--- src/rtl/gsm7_pkg.sv ---
// shared types, constants and character mapping for the septet packer
package gsm7_pkg;

    localparam int unsigned CHAR_W    = 8;
    localparam int unsigned SEPTET_W  = 7;
    localparam int unsigned BYTE_W    = 8;
    localparam int unsigned CNT_W     = 3;
    localparam int unsigned ACC_W     = 14;
    localparam int unsigned FIFO_DEPTH = 4;
    localparam int unsigned PTR_W     = 2;
    localparam int unsigned FILL_W    = 3;

    localparam logic [BYTE_W-1:0] MAX_BYTES_RST = 8'd140;

    localparam logic [SEPTET_W-1:0] SEP_AT     = 7'h00;
    localparam logic [SEPTET_W-1:0] SEP_DOLLAR = 7'h02;
    localparam logic [SEPTET_W-1:0] SEP_SPACE  = 7'h20;

    localparam logic [CHAR_W-1:0] CH_AT     = 8'h40;
    localparam logic [CHAR_W-1:0] CH_DOLLAR = 8'h24;
    localparam logic [CHAR_W-1:0] CH_LF     = 8'h0a;
    localparam logic [CHAR_W-1:0] CH_CR     = 8'h0d;
    localparam logic [CHAR_W-1:0] CH_SPACE  = 8'h20;
    localparam logic [CHAR_W-1:0] CH_UNDER  = 8'h5f;
    localparam logic [CHAR_W-1:0] CH_LOW_A  = 8'h61;
    localparam logic [CHAR_W-1:0] CH_LOW_Z  = 8'h7a;

    typedef struct packed {
        logic [BYTE_W-1:0] data;
        logic              last;
        logic              ovf;
    } t_result;

    // up to two results produced by one character
    typedef struct packed {
        logic [1:0] cnt;
        t_result    res0;
        t_result    res1;
    } t_push;

    typedef struct packed {
        logic              fire;
        logic [CHAR_W-1:0] chr;
        logic              last;
    } t_char_word;

    function automatic logic [SEPTET_W-1:0] to_septet(input logic [CHAR_W-1:0] c);
        logic [SEPTET_W-1:0] s;
        s = SEP_SPACE;
        if (c == CH_AT) begin
            s = SEP_AT;
        end else if (c == CH_DOLLAR) begin
            s = SEP_DOLLAR;
        end else if (c == CH_LF || c == CH_CR) begin
            s = c[SEPTET_W-1:0];
        end else if (c >= CH_SPACE && c <= CH_UNDER) begin
            s = c[SEPTET_W-1:0];
        end else if (c >= CH_LOW_A && c <= CH_LOW_Z) begin
            s = c[SEPTET_W-1:0];
        end
        return s;
    endfunction

endpackage

--- src/rtl/gsm7_pack_core.sv ---
// packing state and per-character septet merge, byte emit and overflow check
module gsm7_pack_core (
    input  logic                         i_clk,
    input  logic                         i_rst_n,
    input  gsm7_pkg::t_char_word         i_word,
    input  logic [gsm7_pkg::BYTE_W-1:0]  i_max_bytes,
    output gsm7_pkg::t_push              o_push
);

    logic [gsm7_pkg::SEPTET_W-1:0] r_pend_bits, n_pend_bits;
    logic [gsm7_pkg::CNT_W-1:0]    r_pend_cnt,  n_pend_cnt;
    logic [gsm7_pkg::BYTE_W-1:0]   r_emitted,   n_emitted;
    logic                          r_aborted,   n_aborted;

    logic [gsm7_pkg::ACC_W-1:0]    w_acc;
    logic                          w_full;
    logic [gsm7_pkg::SEPTET_W-1:0] w_rem;
    logic [gsm7_pkg::CNT_W-1:0]    w_rem_cnt;
    logic [gsm7_pkg::BYTE_W-1:0]   w_em;
    gsm7_pkg::t_result             w_full_res;
    gsm7_pkg::t_result             w_tail_res;
    gsm7_pkg::t_result             w_err_res;

    assign w_acc = {{(gsm7_pkg::ACC_W-gsm7_pkg::SEPTET_W){1'b0}}, r_pend_bits}
                 | ({{(gsm7_pkg::ACC_W-gsm7_pkg::SEPTET_W){1'b0}},
                     gsm7_pkg::to_septet(i_word.chr)} << r_pend_cnt);
    assign w_full    = (r_pend_cnt != '0);
    assign w_rem     = w_full ? {1'b0, w_acc[gsm7_pkg::ACC_W-1:gsm7_pkg::BYTE_W]}
                              : w_acc[gsm7_pkg::SEPTET_W-1:0];
    assign w_rem_cnt = w_full ? r_pend_cnt - 3'd1 : 3'd7;
    assign w_em      = w_full ? r_emitted + 8'd1 : r_emitted;

    assign w_err_res.data = '0;
    assign w_err_res.last = 1'b1;
    assign w_err_res.ovf  = 1'b1;

    assign w_full_res.data = w_acc[gsm7_pkg::BYTE_W-1:0];
    assign w_full_res.last = i_word.last && (r_pend_cnt == 3'd1);
    assign w_full_res.ovf  = 1'b0;

    always_comb begin
        if (w_em >= i_max_bytes) begin
            w_tail_res = w_err_res;
        end else begin
            w_tail_res.data = {1'b0, w_rem};
            w_tail_res.last = 1'b1;
            w_tail_res.ovf  = 1'b0;
        end
    end

    always_comb begin
        n_pend_bits = r_pend_bits;
        n_pend_cnt  = r_pend_cnt;
        n_emitted   = r_emitted;
        n_aborted   = r_aborted;
        o_push.cnt  = 2'd0;
        o_push.res0 = w_full_res;
        o_push.res1 = w_tail_res;
        if (i_word.fire) begin
            if (r_aborted) begin
                if (i_word.last) begin
                    n_aborted = 1'b0;
                end
            end else if (w_full && (r_emitted >= i_max_bytes)) begin
                // capacity hit on the full byte
                o_push.cnt  = 2'd1;
                o_push.res0 = w_err_res;
                n_pend_bits = '0;
                n_pend_cnt  = '0;
                n_emitted   = '0;
                n_aborted   = !i_word.last;
            end else begin
                if (w_full) begin
                    o_push.cnt = 2'd1;
                end
                if (i_word.last) begin
                    if (w_rem_cnt != '0) begin
                        if (w_full) begin
                            o_push.cnt = 2'd2;
                        end else begin
                            o_push.cnt  = 2'd1;
                            o_push.res0 = w_tail_res;
                        end
                    end
                    n_pend_bits = '0;
                    n_pend_cnt  = '0;
                    n_emitted   = '0;
                end else begin
                    n_pend_bits = w_rem;
                    n_pend_cnt  = w_rem_cnt;
                    n_emitted   = w_em;
                end
            end
        end
    end

    always_ff @(posedge i_clk) begin
        if (!i_rst_n) begin
            r_pend_bits <= '0;
            r_pend_cnt  <= '0;
            r_emitted   <= '0;
            r_aborted   <= 1'b0;
        end else begin
            r_pend_bits <= n_pend_bits;
            r_pend_cnt  <= n_pend_cnt;
            r_emitted   <= n_emitted;
            r_aborted   <= n_aborted;
        end
    end

endmodule

--- src/rtl/gsm7_out_fifo.sv ---
// four-entry result queue, takes up to two results per cycle, gives one
module gsm7_out_fifo (
    input  logic                            i_clk,
    input  logic                            i_rst_n,
    input  gsm7_pkg::t_push                 i_push,
    input  logic                            i_pop,
    output logic                            o_space2,
    output logic                            o_valid,
    output gsm7_pkg::t_result               o_head,
    output logic [gsm7_pkg::FILL_W-1:0]     o_fill
);

    gsm7_pkg::t_result                r_mem [gsm7_pkg::FIFO_DEPTH];
    logic [gsm7_pkg::PTR_W-1:0]       r_wr, n_wr;
    logic [gsm7_pkg::PTR_W-1:0]       r_rd, n_rd;
    logic [gsm7_pkg::FILL_W-1:0]      r_fill, n_fill;
    logic [gsm7_pkg::PTR_W-1:0]       w_wr1;
    logic                             w_pop;

    assign o_valid  = (r_fill != '0);
    assign o_head   = r_mem[r_rd];
    assign o_space2 = (r_fill <= 3'd2);
    assign o_fill   = r_fill;
    assign w_pop    = i_pop && o_valid;
    assign w_wr1    = r_wr + 2'd1;

    always_comb begin
        n_wr   = r_wr + i_push.cnt;
        n_rd   = r_rd + {1'b0, w_pop};
        n_fill = r_fill + {1'b0, i_push.cnt} - {2'b0, w_pop};
    end

    always_ff @(posedge i_clk) begin
        if (i_push.cnt != 2'd0) begin
            r_mem[r_wr] <= i_push.res0;
        end
        if (i_push.cnt == 2'd2) begin
            r_mem[w_wr1] <= i_push.res1;
        end
    end

    always_ff @(posedge i_clk) begin
        if (!i_rst_n) begin
            r_wr   <= '0;
            r_rd   <= '0;
            r_fill <= '0;
        end else begin
            r_wr   <= n_wr;
            r_rd   <= n_rd;
            r_fill <= n_fill;
        end
    end

endmodule

--- src/rtl/gsm7_septet_packer_unit.sv ---
// top level of the gsm 7-bit septet packer: input register, packer, result queue
//
// channel   dir   payload                                   handshake
// s_axis    in    tdata[7:0] char_in, tlast last_char       tvalid/tready
// m_axis    out   tdata[7:0] packed_byte, tlast last_byte,  tvalid/tready
//                 tuser[0] overflow
// cfg       in    data[7:0] max_bytes                       i_cfg_valid/o_cfg_ready
//
// one character per cycle enters the input register when the input is not stalled, and is packed from there
// a character gives zero, one or two words; the result queue drains one word a cycle
// while m_axis_tready is high, so two-word characters (message ends) add an extra word of output
// input stalls only while the result queue holds more than two words
// synchronous active-low reset clears packing state and sets max_bytes to 140
module gsm7_septet_packer_unit (
    input  logic        i_clk,
    input  logic        i_rst_n,
    input  logic        s_axis_tvalid,
    output logic        s_axis_tready,
    input  logic [7:0]  s_axis_tdata,   // [7:0] char_in
    input  logic        s_axis_tlast,
    output logic        m_axis_tvalid,
    input  logic        m_axis_tready,
    output logic [7:0]  m_axis_tdata,   // [7:0] packed_byte
    output logic        m_axis_tlast,
    output logic [0:0]  m_axis_tuser,   // [0] overflow
    input  logic        i_cfg_valid,
    output logic        o_cfg_ready,
    input  logic [7:0]  i_cfg_data
);

    logic [gsm7_pkg::BYTE_W-1:0]  r_max_bytes;
    logic                         r_in_valid;
    logic [gsm7_pkg::CHAR_W-1:0]  r_in_char;
    logic                         r_in_last;
    logic                         w_space2;
    logic                         w_fire;
    gsm7_pkg::t_char_word         w_word;
    gsm7_pkg::t_push              w_push;
    gsm7_pkg::t_result            w_head;
    logic [gsm7_pkg::FILL_W-1:0]  w_fill;

    assign o_cfg_ready   = 1'b1;
    assign w_fire        = r_in_valid && w_space2;
    assign s_axis_tready = !r_in_valid || w_fire;

    assign w_word.fire = w_fire;
    assign w_word.chr  = r_in_char;
    assign w_word.last = r_in_last;

    always_ff @(posedge i_clk) begin
        if (!i_rst_n) begin
            r_max_bytes <= gsm7_pkg::MAX_BYTES_RST;
            r_in_valid  <= 1'b0;
        end else begin
            if (i_cfg_valid) begin
                r_max_bytes <= i_cfg_data;
            end
            if (s_axis_tready) begin
                r_in_valid <= s_axis_tvalid;
            end
        end
    end

    always_ff @(posedge i_clk) begin
        if (s_axis_tvalid && s_axis_tready) begin
            r_in_char <= s_axis_tdata;
            r_in_last <= s_axis_tlast;
        end
    end

    gsm7_pack_core u_core (
        .i_clk       (i_clk),
        .i_rst_n     (i_rst_n),
        .i_word      (w_word),
        .i_max_bytes (r_max_bytes),
        .o_push      (w_push)
    );

    gsm7_out_fifo u_fifo (
        .i_clk    (i_clk),
        .i_rst_n  (i_rst_n),
        .i_push   (w_push),
        .i_pop    (m_axis_tready),
        .o_space2 (w_space2),
        .o_valid  (m_axis_tvalid),
        .o_head   (w_head),
        .o_fill   (w_fill)
    );

    assign m_axis_tdata    = w_head.data;
    assign m_axis_tlast    = w_head.last;
    assign m_axis_tuser[0] = w_head.ovf;

    a_ovf_word_form: assert property (@(posedge i_clk) disable iff (!i_rst_n)
        m_axis_tvalid && m_axis_tuser[0] |-> m_axis_tlast && (m_axis_tdata == '0))
        else $error("overflow word not a zero last word");

    a_fill_bound: assert property (@(posedge i_clk) disable iff (!i_rst_n)
        w_fill <= 3'd4)
        else $error("result queue overfilled");

    a_in_hold: assert property (@(posedge i_clk) disable iff (!i_rst_n)
        r_in_valid && !w_fire |=> r_in_valid && $stable(r_in_char) && $stable(r_in_last))
        else $error("stalled input word lost");

    a_no_push_idle: assert property (@(posedge i_clk) disable iff (!i_rst_n)
        !w_fire |-> (w_push.cnt == 2'd0))
        else $error("result pushed without a character");

endmodule

--- config.mk ---
export PLATFORM = sky130hd
export DESIGN_NAME = gsm7_septet_packer_unit
export DESIGN_NICKNAME = d
export VERILOG_FILES = /design/src/rtl/gsm7_pkg.sv /design/src/rtl/gsm7_pack_core.sv /design/src/rtl/gsm7_out_fifo.sv /design/src/rtl/gsm7_septet_packer_unit.sv
export SDC_FILE = /design/constraint.sdc
export NUM_CORES = 1
export LEC_CHECK = 0
export BUFFER_PORTS_ARGS = -buffer_cell sky130_fd_sc_hd__buf_2
export CAP_MARGIN = 40
export CELL_PAD_IN_SITES_DETAIL_PLACEMENT = 1
export CELL_PAD_IN_SITES_GLOBAL_PLACEMENT = 2
export CORE_AREA = 2 2 125 127
export CTS_CLUSTER_DIAMETER = 80
export CTS_CLUSTER_SIZE = 10
export DETAILED_ROUTE_END_ITERATION = 16
export DIE_AREA = 0 0 127 129
export HOLD_SLACK_MARGIN = 0.08
export PLACE_DENSITY_LB_ADDON = 0.1
export SYNTH_ARGS = -nofsm -noshare
export SYNTH_HDL_FRONTEND = slang
export SYNTH_HIERARCHICAL = 1
export SYNTH_SLANG_ARGS = --single-unit
export TNS_END_PERCENT = 100
--- constraint.sdc ---
create_clock -name i_clk -period 4.2 [get_ports i_clk]
set_clock_uncertainty 0.2 [all_clocks]
set_input_delay 0.63 -clock i_clk [delete_from_list [all_inputs] [get_ports i_clk]]
set_output_delay 0.63 -clock i_clk [all_outputs]
set_load 0.03 [all_outputs]
# == Word level (Yosys, flattened, before mapping) ==
# Memory sizes are Yosys's and may differ from the RTL's. A register that Yosys moved wholly into a read port is not among the register bits.
# Cells that the tools add are included.
# word_totals
ramBits,40
input_bits,22
wordCells,82
ff_bits,44
memories,1
# op_classes
order_cmp,7
muxes,31
shifts,1
n_reduce_logical,16
n_eq_ne,6
bitwise,2
addsub,7
# memory_table
name,depth,width,rd,rd_ports_with_merged_regs,wr,line_no,rtl
u_fifo.r_mem,4,10,1,1,2,gsm7_out_fifo.sv:13,gsm7_pkg::t_result r_mem [gsm7_pkg::FIFO_DEPTH];
# op_table
op,n
two-way mux 12 bit,5
two-way mux 7 bit,8
two-way mux 8 bit,3
equality test 8 x 4 -> 1 bit (second input constant),2
>= comparator 8 bit,2
<= comparator 8 x 7 -> 1 bit (second input constant),2
bitwise OR 7 x 14 -> 14 bit,1
<< shifter 7 x 3 -> 14 bit,1
two-way mux 10 bit,1
two-way mux 3 bit,3
two-way mux 9 bit,1
nonzero test 3 bit,3
adder 8 x 1 -> 8 bit (second input constant),1
equality test 8 x 6 -> 1 bit (second input constant),1
equality test 8 x 7 -> 1 bit (second input constant),1
>= comparator 8 x 6 -> 1 bit (second input constant),1
>= comparator 8 x 7 -> 1 bit (second input constant),1
two-way mux 1 bit,8
logical AND 1 bit,7
two-way mux 2 bit,2
adder 3 x 2 -> 3 bit,1
equality test 3 x 1 -> 1 bit (second input constant),1
<= comparator 3 x 2 -> 1 bit (second input constant),1
subtractor 3 x 1 -> 3 bit,1
other kinds (10),12

# == Longest topological paths before layout ==
# Gate-level depths: netlist of the first run.
# logic_depth
word_depth,20
ltp_mapped,18

# == Modules after synthesis ==
# Netlist of the first run, hierarchy kept.
# by_module_without_submodules
mod,cells_per_inst,n_inst,seq_area_each_um2,area_per_inst_um2
gsm7_out_fifo,142,1,1341.3,2496.1
gsm7_pack_core,312,1,380.4,2307.2
gsm7_septet_packer_unit,42,1,450.4,625.6

# == Worst setup path after synthesis of the first run ==
# OpenSTA, ideal clock, no wires.
# synth_path
kind,reg-to-reg
from,register u_core/r_pend_cnt[1] in the netlist's numbering
to,"memory u_fifo/r_mem[1][0] in the netlist's numbering, data pin"
synth_period_minus_slack_ns,4.125
slack_ns,0.075
path_stages_with_launch,19
arrival_ns,3.663
path_cell_list,dfxtp_1 clkinv_1 ha_1 clkbuf_1 nor2b_1 inv_1 clkbuf_1 nand2_1 xnor2_1 ha_1 a21o_1 a31oi_1 o21ai_1 o41a_1 clkbuf_1 and3_1 o21ai_2 inv_1 mux2_1
# synth_lines
element,line_no,rtl
from (decl),gsm7_pack_core.sv:11,"logic [gsm7_pkg::CNT_W-1:0] r_pend_cnt, n_pend_cnt;"
from (signal assigned),gsm7_pack_core.sv:105,r_pend_cnt <= n_pend_cnt;
to (decl),gsm7_out_fifo.sv:13,

==> results.md, run 1 <==
- Antenna Nets Post-Route: 0
- VDD IR max: 195 uV
- Number of synthesized flops with an enable pin: 49
- CTS Buf Count: 9
- Final Hold Viols: 0
- Inst Count DP: 707
- CP required: 4.10 ns
- Hold depth: 1
- Skew-Pair Late Insertion Delay: 0.35 ns
- Largest net degree at the start of global routing: 38
- Setup Fix Bufs, Post-CTS: 0
- Setup-failing EPs final: 0
- WL final: 13400 microns
- TritonRoute pass-1 iters: 4
- Detailed Place HPWL: 9630 microns
- Layout cells sized above 1: 24.1%
- Starting DRT DRC Count: 136
- R2R Path End: u_fifo/r_mem[1][0]$_DFFE_PP_
- Slew Limit Fails: 0
- DIE HEIGHT: 129 microns
- CP Launch Type: flop
- Max clock buf depth: 2
- Post-Place Setup Slack: 0.310 ns
- Final Wtd Congestion: 0.762
- Via count: 3845
- Hold WS: 0.248 ns
- H-Tree Level Count: 3
- Syn Inst Count: 496
- Synth unique cells: 84
- Die W: 127 microns
- First-pass GRT wire length: 22200 microns
- GRT overflow: 0
- Antenna violations before repair: 0
- Post-synthesis register bit count: 84
- Hold Path End: r_in_char[3]$_DFFE_PP_
- Post-route setup slack: 0.437 ns
- Initial Utilization: 36.2%
- Synth Flop Type: edfxtp_1
- Syn. warnings: 6
- FF-to-FF path depth: 15
- Commonest non-fill, non-tap cells in the layout: edfxtp_1 (49), nand2_1 (36), dfxtp_1 (35)
- Commonest non-fill, non-tap cell in the layout: edfxtp_1
- Die Area: 16400 sq um
- WL met1: 6430 microns
- R2r setup slk: 0.44 ns
- Pwr Density: 480 nW/um^2
- Max-slew headroom: 46.2%
- Max Used Layer: met4
- Kind of critical path: flop to flop
- Synthesized cell area: 5430 sq um
- Leak: 2.42 nW
- CTS tree: built
- Asr flop ratio synth: 0%
- Post-Syn Nets: 544
- # Max-Cap Violations: 0
- Via/cell ratio: 5.32
- Number of diodes: 0
- Slew @ Worst Pin: 0.804 ns
- Clock-pin slew on the worst setup and hold paths: 0.07 ns
- Outcome: complete, no violations
- IO Count: 35
- Worst min-delay path category: input port to flop
- Seq/Total Area, Yosys: 40.0%
- Clk root buf: clkbuf_16
- WL met3: 248 microns
- Gr usage total: 17.6%
- Avg WL per Cell: 18.6 microns
- CTS sink cnt: 84
- Fin Setup TNS: 0 ns
- Hold Crit Start: s_axis_tdata[3]
- Synth Area per Inst: 10.9 sq um
- DRC Markers: 0
- Vias in the first global route: 4020
- Reg-to-Reg Start: u_core/r_pend_cnt[0]$_SDFFE_PN0P_
- Non-Filler Instances: 723
- CP arrival: 3.66 ns
- Routed length on met2: 6540 microns
- Placeable core area: 15000 sq um
- Crit path max fanout: 11
- Unrepaired setup endpoints after global routing: false
- # rows: 45
- Nets: 578
- Fmax: 0.266 GHz
- Area Overhead vs Synth: 12.5%
- Final Cycle Share: 89.6%
- Period minus WS final: 3.76 ns
- Number of I/O port buffers: 33
- CP endpoint kind: flop
==> flip-flops by register name, indices dropped and copies added (netlist names), 2 cells and up <==
signal,count
u_core/r_pend_bits,7
u_core/r_pend_cnt,3
r_max_bytes,8
u_core/r_emitted,8
u_fifo/r_mem,40
u_fifo/o_fill,3
u_fifo/r_rd,2
u_fifo/r_wr,2
r_in_char,8
==> routing by layer <==
metal,vias up,GRT usage [%]
met3,12,2.41
met2,38,30.1
met4,0,6.40
met5,-,0
li1,1907,-
met1,1888,22.7
==> how the worst max path moves through the flow <==
| stage | from | endpoint | slack [ns] | cells after the start |
|---|---|---|---|---|
| finish | u_core/r_pend_cnt[0]$_SDFFE_PN0P_ | u_fifo/r_mem[1][0]$_DFFE_PP_ | 0.44 | 15 |
| global route | u_core/r_pend_cnt[0]$_SDFFE_PN0P_ | u_fifo/r_mem[1][0]$_DFFE_PP_ | 0.09 | 15 |
| CTS | u_core/r_pend_cnt[0]$_SDFFE_PN0P_ | u_fifo/r_mem[2][6]$_DFFE_PP_ | 0.28 | 14 |
| detailed placement | u_core/r_pend_cnt[0]$_SDFFE_PN0P_ | u_fifo/r_mem[2][6]$_DFFE_PP_ | 0.31 | 15 |
| global placement | u_core/r_pend_cnt[0]$_SDFFE_PN0P_ | u_fifo/r_mem[2][6]$_DFFE_PP_ | 0.40 | 14 |
| floorplan | u_core/r_pend_cnt[1]$_SDFFE_PN0P_ | u_fifo/r_mem[1][0]$_DFFE_PP_ | 0.08 | 18 |
==> where the power goes <==
group / leakage, nW / switching, mW / internal [mW]
logic: 1.54 / 0.574 / 0.463
clock network: 0.141 / 0.369 / 0.469
registers: 0.737 / 0.0704 / 0.983
==> timing repair <==
action	4_1_cts	5_1_grt
endpoints found under the setup margin	0	11
resized for setup	0	4
hold buffers	0	0
==> synthesized netlist by cell type (4+ instances only) <==
cell type,number,area (sq um)
o21a_1,5,37.5
mux2_2,9,101
nor2_1,24,90.1
xnor2_1,4,35.0
edfxtp_1,49,1470
nand3_1,11,55.1
nor2b_1,20,125
o21ai_0,14,70.1
and2_1,12,75.1
clkbuf_1,12,45.0
a21boi_1,5,37.5
dfxtp_1,35,701
a22oi_1,4,30.0
nand4_1,6,37.5
o31ai_1,5,37.5
buf_6,9,101
nor3_1,4,20.0
mux2i_1,15,150
o21ai_1,5,25.0
buf_4,6,45.0
nand2_1,36,135
mux2_4,18,270
ha_1,25,313
mux4_2,10,225
nand2b_1,10,62.6
a21oi_1,26,130
a31oi_1,6,37.5
inv_1,18,67.6
and3_1,5,31.3
mux2_1,13,146
==> worst max-delay path, cell delays in order, from the launching register on <==
cell and delay [ns]:
dfxtp_1 0.34, inv_2 0.11, ha_1 0.25, nor2b_1 0.16, inv_1 0.09, nand4_1 0.21, xnor2_1 0.19, ha_1 0.29
and2_1 0.16, o21ai_0 0.16, o21ai_1 0.09, o41a_1 0.36, and3_1 0.23, o21ai_4 0.24, inv_1 0.12, mux2_1 0.30
==> cells by family (layout without fill, tap and decap cells) <==
logic type	after synthesis	count (layout)	synth area share (%)
AOI/OAI and AO/OA	111	111	14.3
muxes	65	65	16.5
adders and majority gates	26	26	6.13
DFF	84	84	40.0
other	3	3	0.207
xor gates and xnor gates	9	9	1.96
buffers and inverters	50	89	5.16
and+or+nand+nor	148	148	15.8
==> final cells by class <==
type                            instances  area, sq um
Inverter                               20         75.1
Multi-Input combinational cell        362         3000
Clock buffer                            9          225
Timing Repair Buffer                   53          323
Tap cell                              188          235
Clock inverter                          7         81.3
Sequential cell                        84         2170
Fill cell                            1631         8870
==> through the flow <==
stage               power [mW]  utilization (%)  instance area [sq um]
finish                    2.93             40.8                   6110
global route              3.11             40.8                   6110
CTS                       2.97             40.7                   6090
detailed placement        2.11             38.6                   5780
global placement          2.08             38.5                   5770
floorplan                 1.83                -                   5430
(Power assumes the default switching activity.)
==> run 2: changes to the inputs <==
--- a/config.mk
+++ b/config.mk
@@ -9,11 +9,11 @@
 export CAP_MARGIN = 40
 export CELL_PAD_IN_SITES_DETAIL_PLACEMENT = 1
 export CELL_PAD_IN_SITES_GLOBAL_PLACEMENT = 2
-export CORE_AREA = 2 2 125 127
+export CORE_AREA = 2 2 119 121
 export CTS_CLUSTER_DIAMETER = 80
 export CTS_CLUSTER_SIZE = 10
 export DETAILED_ROUTE_END_ITERATION = 16
-export DIE_AREA = 0 0 127 129
+export DIE_AREA = 0 0 121 123
 export HOLD_SLACK_MARGIN = 0.08
 export PLACE_DENSITY_LB_ADDON = 0.1
 export SYNTH_ARGS = -nofsm -noshare
==> constraint.sdc (replaced) <==
create_clock -name i_clk -period 3.6 [get_ports i_clk]
set_clock_uncertainty 0.2 [all_clocks]
set_input_delay 0.54 -clock i_clk [delete_from_list [all_inputs] [get_ports i_clk]]
set_output_delay 0.54 -clock i_clk [all_outputs]
set_load 0.03 [all_outputs]
==> run 2 against run 1 <==
  * Design area rose by 3.1%
  * First-iteration DRC count is 14% higher
  * Clock-buffer cell count is the same
  * Setup slack got worse by 0.26 ns
  * Final cell count increased by 0.83%
  * Critical path depth unchanged
  * Sequential power is 20% higher
  * Utilization rose by 5.5 points
  * Non-clock buffer count up 14
  * Flip-flop and latch count unchanged
  * Fmax rose by 10%
==> results.md, run 2 (synthesis gave the netlist of run 1 again) <==
- # Max-Cap Violations: 0
- Area Overhead vs Synth: 16.0%
- Unrepaired setup endpoints after global routing: true
- Nets: 592
- Kind of critical path: flop to flop
- Inst Count DP: 709
- H-Tree Level Count: 3
- Layout cells sized above 1: 28.8%
- CP arrival: 3.32 ns
- Util after Layout: 46.3%
- CP Launch Type: flop
- Final Wtd Congestion: 0.756
- Commonest non-fill, non-tap cell in the layout: edfxtp_1
- Number of diodes: 0
- Vias in the first global route: 4108
- Crit path largest cell delay: 0.42 ns
- CP cell instances: clkinv_4 -> ha_4 -> nor2b_4 -> buf_4 -> nor2_4 -> and3_4 -> xor2_1 -> ha_1 -> o21ai_1 -> o21ai_1 -> o41a_1 -> and3_4 -> o21ai_4 -> inv_2 -> mux2_4
- Slew @ Worst Pin: 0.813 ns
- CP endpoint kind: flop
- WL final: 13200 microns
- Max clock buf depth: 2
- Final Cycle Share: 95.0%
- Gr usage total: 18.8%
- Setup-failing EPs final: 0
- Max-slew headroom: 45.7%
- Hold WS: 0.162 ns
- Via count: 3920
- Antenna Nets Post-Route: 0
- Leak: 2.51 nW
- Worst path slowest cell: o41a_1
- Via/cell ratio: 5.38
- Skew-Pair Late Insertion Delay: 0.35 ns
- Starting DRT DRC Count: 155
- Clk root buf: clkbuf_16
- DRC Markers: 0
- Footprint of the multi-input gates: 3070 sq um
- VDD IR max: 228 uV
- Number of I/O port buffers: 33
- Largest net degree at the start of global routing: 38
- CTS sink cnt: 84
- Non-Filler Instances: 729
- Crit path max fanout: 8
- # rows: 43
- Die Area: 14900 sq um
- Period minus WS final: 3.42 ns
- Clock-pin slew on the worst setup and hold paths: 0.07 ns
- Fmax: 0.292 GHz
- Commonest non-fill, non-tap cells in the layout: edfxtp_1 (49), nand2_1 (36), buf_2 (33), buf_4 (33), dfxtp_1 (33)
- Detailed Place HPWL: 9540 microns
- First-pass GRT wire length: 21500 microns
- Outcome: complete, no violations
- Avg WL per Cell: 18.1 microns
- Die W: 121 microns
- Worst min-delay path category: input port to flop
- DIE HEIGHT: 123 microns
- Slew Limit Fails: 0
- Most flops, register: u_fifo/r_mem
- CTS tree: built
- TritonRoute pass-1 iters: 4
- Post-route setup slack: 0.181 ns
- Final Hold Viols: 0
- Fin Setup TNS: 0 ns
- Post-Place Setup Slack: -0.00915 ns
- Placeable core area: 13600 sq um
- GRT overflow: 0
- # fillers: 1489
- CP required: 3.50 ns
- IO Count: 35
- CTS Buf Count: 9
- Initial Utilization: 39.9%
- Storage cell area: 2180 sq um
- Pwr Density: 548 nW/um^2
- Max FFs per register: 40
- Antenna violations before repair: 0
## run 2: worst paths after layout
path	startpoint	endpoint	slack [ns]	cells past startpoint
worst max register to register	u_core/r_pend_cnt[1]$_SDFFE_PN0P_	u_fifo/r_mem[3][0]$_DFFE_PP_	0.18	15
worst min register to register	u_core/r_pend_bits[1]$_SDFFE_PN0P_	u_core/r_pend_bits[1]$_SDFFE_PN0P_	0.26	2
worst max-delay path	u_core/r_pend_cnt[1]$_SDFFE_PN0P_	u_fifo/r_mem[3][0]$_DFFE_PP_	0.18	15
worst min-delay path	s_axis_tdata[6]	r_in_char[6]$_DFFE_PP_	0.16	1
## run 2: layout make-up
class	instances	area share [%]
Clock buffer	9	3.58
Tap cell	180	3.58
Clock inverter	7	1.31
Sequential cell	84	34.6
Timing Repair Buffer	67	6.88
Inverter	20	1.31
Multi-Input combinational cell	362	48.7
## run 2: timing repair
action,in CTS,in global routing
hold buffers,0,0
buffers inserted,0,4
endpoints found under the setup margin,7,58
pin swaps,0,13
resized for setup,2,15
## run 2: worst max-delay path: cells and delay by family (launching register included)
family | cells | cell delay [ns]
AO/OA/AOI/OAI | 4 | 0.81
XOR/XNOR | 1 | 0.15
adder cells (fa/ha/maj) | 2 | 0.40
buffers and inverters | 3 | 0.30
flip-flops | 1 | 0.37
multiplexers | 1 | 0.28
AND/OR/NAND/NOR | 4 | 0.67
## run 2: routing by layer
| metal | part of all wire, % | global-route usage [%] |
|---|---|---|
| met3 | 1.7 | 2.54 |
| met5 | 0 | 0 |
| met2 | 50 | 33.6 |
| met4 | 1.2 | 6.10 |
| met1 | 47 | 23.4 |
## run 2: metrics by stage
stage	area, sq um	power, mW
2_1_floorplan	5510	2.16
3_3_place_gp	5900	2.43
3_5_place_dp	5900	2.47
4_1_cts	6210	3.46
5_1_grt	6300	3.64
6_report	6300	3.45
## run 2: report_power, final
part / switching, mW / total, mW / internal (mW)
Combinational: 0.654 / 1.21 / 0.560
Clock: 0.429 / 0.978 / 0.549
Sequential: 0.110 / 1.26 / 1.15
Total: 1.19 / 3.45 / 2.26
==> run 3: changes to the inputs <==
--- a/config.mk
+++ b/config.mk
@@ -7,15 +7,13 @@
 export LEC_CHECK = 0
 export BUFFER_PORTS_ARGS = -buffer_cell sky130_fd_sc_hd__buf_2
 export CAP_MARGIN = 40
-export CELL_PAD_IN_SITES_DETAIL_PLACEMENT = 1
-export CELL_PAD_IN_SITES_GLOBAL_PLACEMENT = 2
-export CORE_AREA = 2 2 119 121
+export CORE_AREA = 2 2 103 105
 export CTS_CLUSTER_DIAMETER = 80
 export CTS_CLUSTER_SIZE = 10
 export DETAILED_ROUTE_END_ITERATION = 16
-export DIE_AREA = 0 0 121 123
+export DIE_AREA = 0 0 105 107
 export HOLD_SLACK_MARGIN = 0.08
-export PLACE_DENSITY_LB_ADDON = 0.1
+export PLACE_DENSITY = 0.72
 export SYNTH_ARGS = -nofsm -noshare
 export SYNTH_HDL_FRONTEND = slang
 export SYNTH_HIERARCHICAL = 1
==> run 3 against run 2 <==
  * Power fell by 11%
  * Worst hold slack got worse by 0.015 ns
  * Wire length fell by 16%
  * Sequential power barely moved
  * Via count fell by 1.2%
  * Fmax fell by 2.2%
  * Critical path type unchanged
  * Non-clock buffer count fell by 9
  * Clock power fell by 35%
  * Utilization rose by 14 points
  * Critical path depth did not move
==> results.md, run 3 (synthesis gave the netlist of run 1 again) <==
- Clk root buf: clkbuf_8
- # fillers: 866
- Number of I/O port buffers: 33
- IO Count: 35
- Area Overhead vs Synth: 11.3%
- Met3 GRT Util: 3.71%
- Final Cycle Share: 97.2%
- Initial Utilization: 53.8%
- Gr usage total: 20.2%
- WL final: 11100 microns
- CP cell instances: clkinv_4 -> ha_4 -> nor2b_2 -> inv_2 -> nand4_1 -> xnor2_1 -> ha_1 -> and2_1 -> o21ai_1 -> o21ai_1 -> o41a_1 -> and3_4 -> o21ai_4 -> inv_2 -> mux2_4
- Hold WS: 0.147 ns
- Largest net degree at the start of global routing: 38
- Setup-failing EPs final: 0
- CP Launch Type: flop
- Placeable core area: 10100 sq um
- Vias in the first global route: 3735
- Final Hold Viols: 0
- Layout cells sized above 1: 27.8%
- Via/cell ratio: 5.73
- R2R Path End: u_fifo/r_mem[2][0]$_DFFE_PP_
- Leak: 2.39 nW
- Worst min-delay path category: input port to flop
- Nets: 583
- Hold depth: 1
- Hold Crit Start: s_axis_tdata[1]
- CP arrival: 3.41 ns
- Period minus WS final: 3.50 ns
- Avg WL per Cell: 16.4 microns
- CTS tree: built
- Total power draw: 3.06 mW
- Slew Limit Fails: 0
- Max clock buf depth: 2
- Unrepaired setup endpoints after global routing: true
- Antenna violations before repair: 0
- Clock-pin slew on the worst setup and hold paths: 0.09 ns
- Most flops, register: u_fifo/r_mem
- Final Wtd Congestion: 0.864
- DRC Markers: 0
- R2r setup slk: 0.10 ns
- CTS sink cnt: 84
- Number of diodes: 0
- First-pass GRT wire length: 18300 microns
- FF-to-FF path depth: 15
- Die Area: 11200 sq um
- Commonest non-fill, non-tap cells in the layout: edfxtp_1 (49), nand2_1 (36), buf_2 (33), dfxtp_1 (33), a21oi_1 (25)
- CP required: 3.52 ns
- Die W: 105 microns
- Met1 Resource Use GR: 26.2%
- H-Tree Level Count: 3
- Outcome: complete, no violations
- Fmax: 0.286 GHz
- Antenna Nets Post-Route: 0
- GRT busiest layer: met2
- Crit path largest cell delay: 0.41 ns
- Crit path max fanout: 8
- Hold Path End: r_in_char[1]$_DFFE_PP_
- TritonRoute pass-1 iters: 6
- CP endpoint kind: flop
- Pwr Density: 507 nW/um^2
- DIE HEIGHT: 107 microns
- Setup crit start: u_core/r_pend_cnt[1]$_SDFFE_PN0P_
- Detailed Place HPWL: 7940 microns
- Max-slew headroom: 47.5%
- Worst path slowest cell: o41a_1
- Util after Layout: 59.9%
- M2 GR Usage: 34.7%
- # Max-Cap Violations: 0
- VDD IR max: 229 uV
- CTS Buf Count: 9
- # rows: 37
- Slew @ Worst Pin: 0.787 ns
- GRT overflow: 0
- Reg-to-Reg Start: u_core/r_pend_cnt[1]$_SDFFE_PN0P_
- Max FFs per register: 40
- Starting DRT DRC Count: 207
- Via count: 3873
- Skew-Pair Late Insertion Delay: 0.36 ns
- Commonest non-fill, non-tap cell in the layout: edfxtp_1
- Kind of critical path: flop to flop
==> run 3: worst max-delay path by stage <==
| stage | end | slack (ns) | cells after the start |
|---|---|---|---|
| finish | u_fifo/r_mem[2][0]$_DFFE_PP_ | 0.10 | 15 |
| global route | u_fifo/r_mem[1][0]$_DFFE_PP_ | -0.01 | 15 |
| CTS | u_fifo/r_mem[3][6]$_DFFE_PP_ | 0.02 | 15 |
| detailed placement | u_fifo/o_fill[2]$_SDFF_PN0_ | 0.03 | 13 |
| global placement | u_fifo/r_mem[0][6]$_DFFE_PP_ | 0.14 | 15 |
| floorplan | u_fifo/r_mem[1][0]$_DFFE_PP_ | 0.009 | 18 |
==> run 3: power breakdown <==
| group | switching (mW) | leakage, nW | internal [mW] |
|---|---|---|---|
| registers | 0.104 | 0.739 | 1.15 |
| logic | 0.631 | 1.57 | 0.546 |
| clock network | 0.373 | 0.0840 | 0.260 |
==> run 3: layout make-up <==
type	count	area, sq um	share of cell area, %
clock inverter	7	60.1	0.994
clock buffer	9	124	2.05
multi-input combinational	362	3060	50.6
tap	136	170	2.82
timing repair buffer	58	369	6.11
inverter	20	82.6	1.37
sequential	84	2180	36.1
==> run 3: critical path: cells and delay by family (launching register included) <==
family                     cells  cell delay [ns]
AOI/OAI and AO/OA              4             0.89
xor gates and xnor gates       1             0.18
adders and majority gates      2             0.45
buffers and inverters          3             0.22
DFF                            1             0.37
muxes                          1             0.28
and+or+nand+nor                4             0.67
==> run 3: metrics by stage <==
stage | instance area [sq um] | setup TNS (ns) | instances | setup slack, ns
after floorplan | 5510 | 0 | 496 | 0.00852
after global placement | 5780 | 0 | 657 | 0.142
after detailed placement | 5780 | 0 | 657 | 0.0302
after CTS | 5970 | 0 | 673 | 0.0213
after global routing | 6040 | -0.0464 | 676 | -0.0143
final | 6040 | 0 | 676 | 0.102
==> run 3: routing by layer <==
layer | share of wire (%) | routed length (microns) | up-vias
met2 | 50 | 5510 | 110
met4 | 0.70 | 77 | 0
met1 | 45 | 4980 | 1837
met3 | 4.4 | 485 | 9
li1 | - | - | 1917
met5 | 0 | 0 | -
==> run 3: repair_timing <==
action,4_1_cts,5_1_grt
endpoints found under the hold margin,0,0
setup endpoints to repair,0,59
hold buffers,0,0
gates resized for setup,0,15
setup buffers,0,3
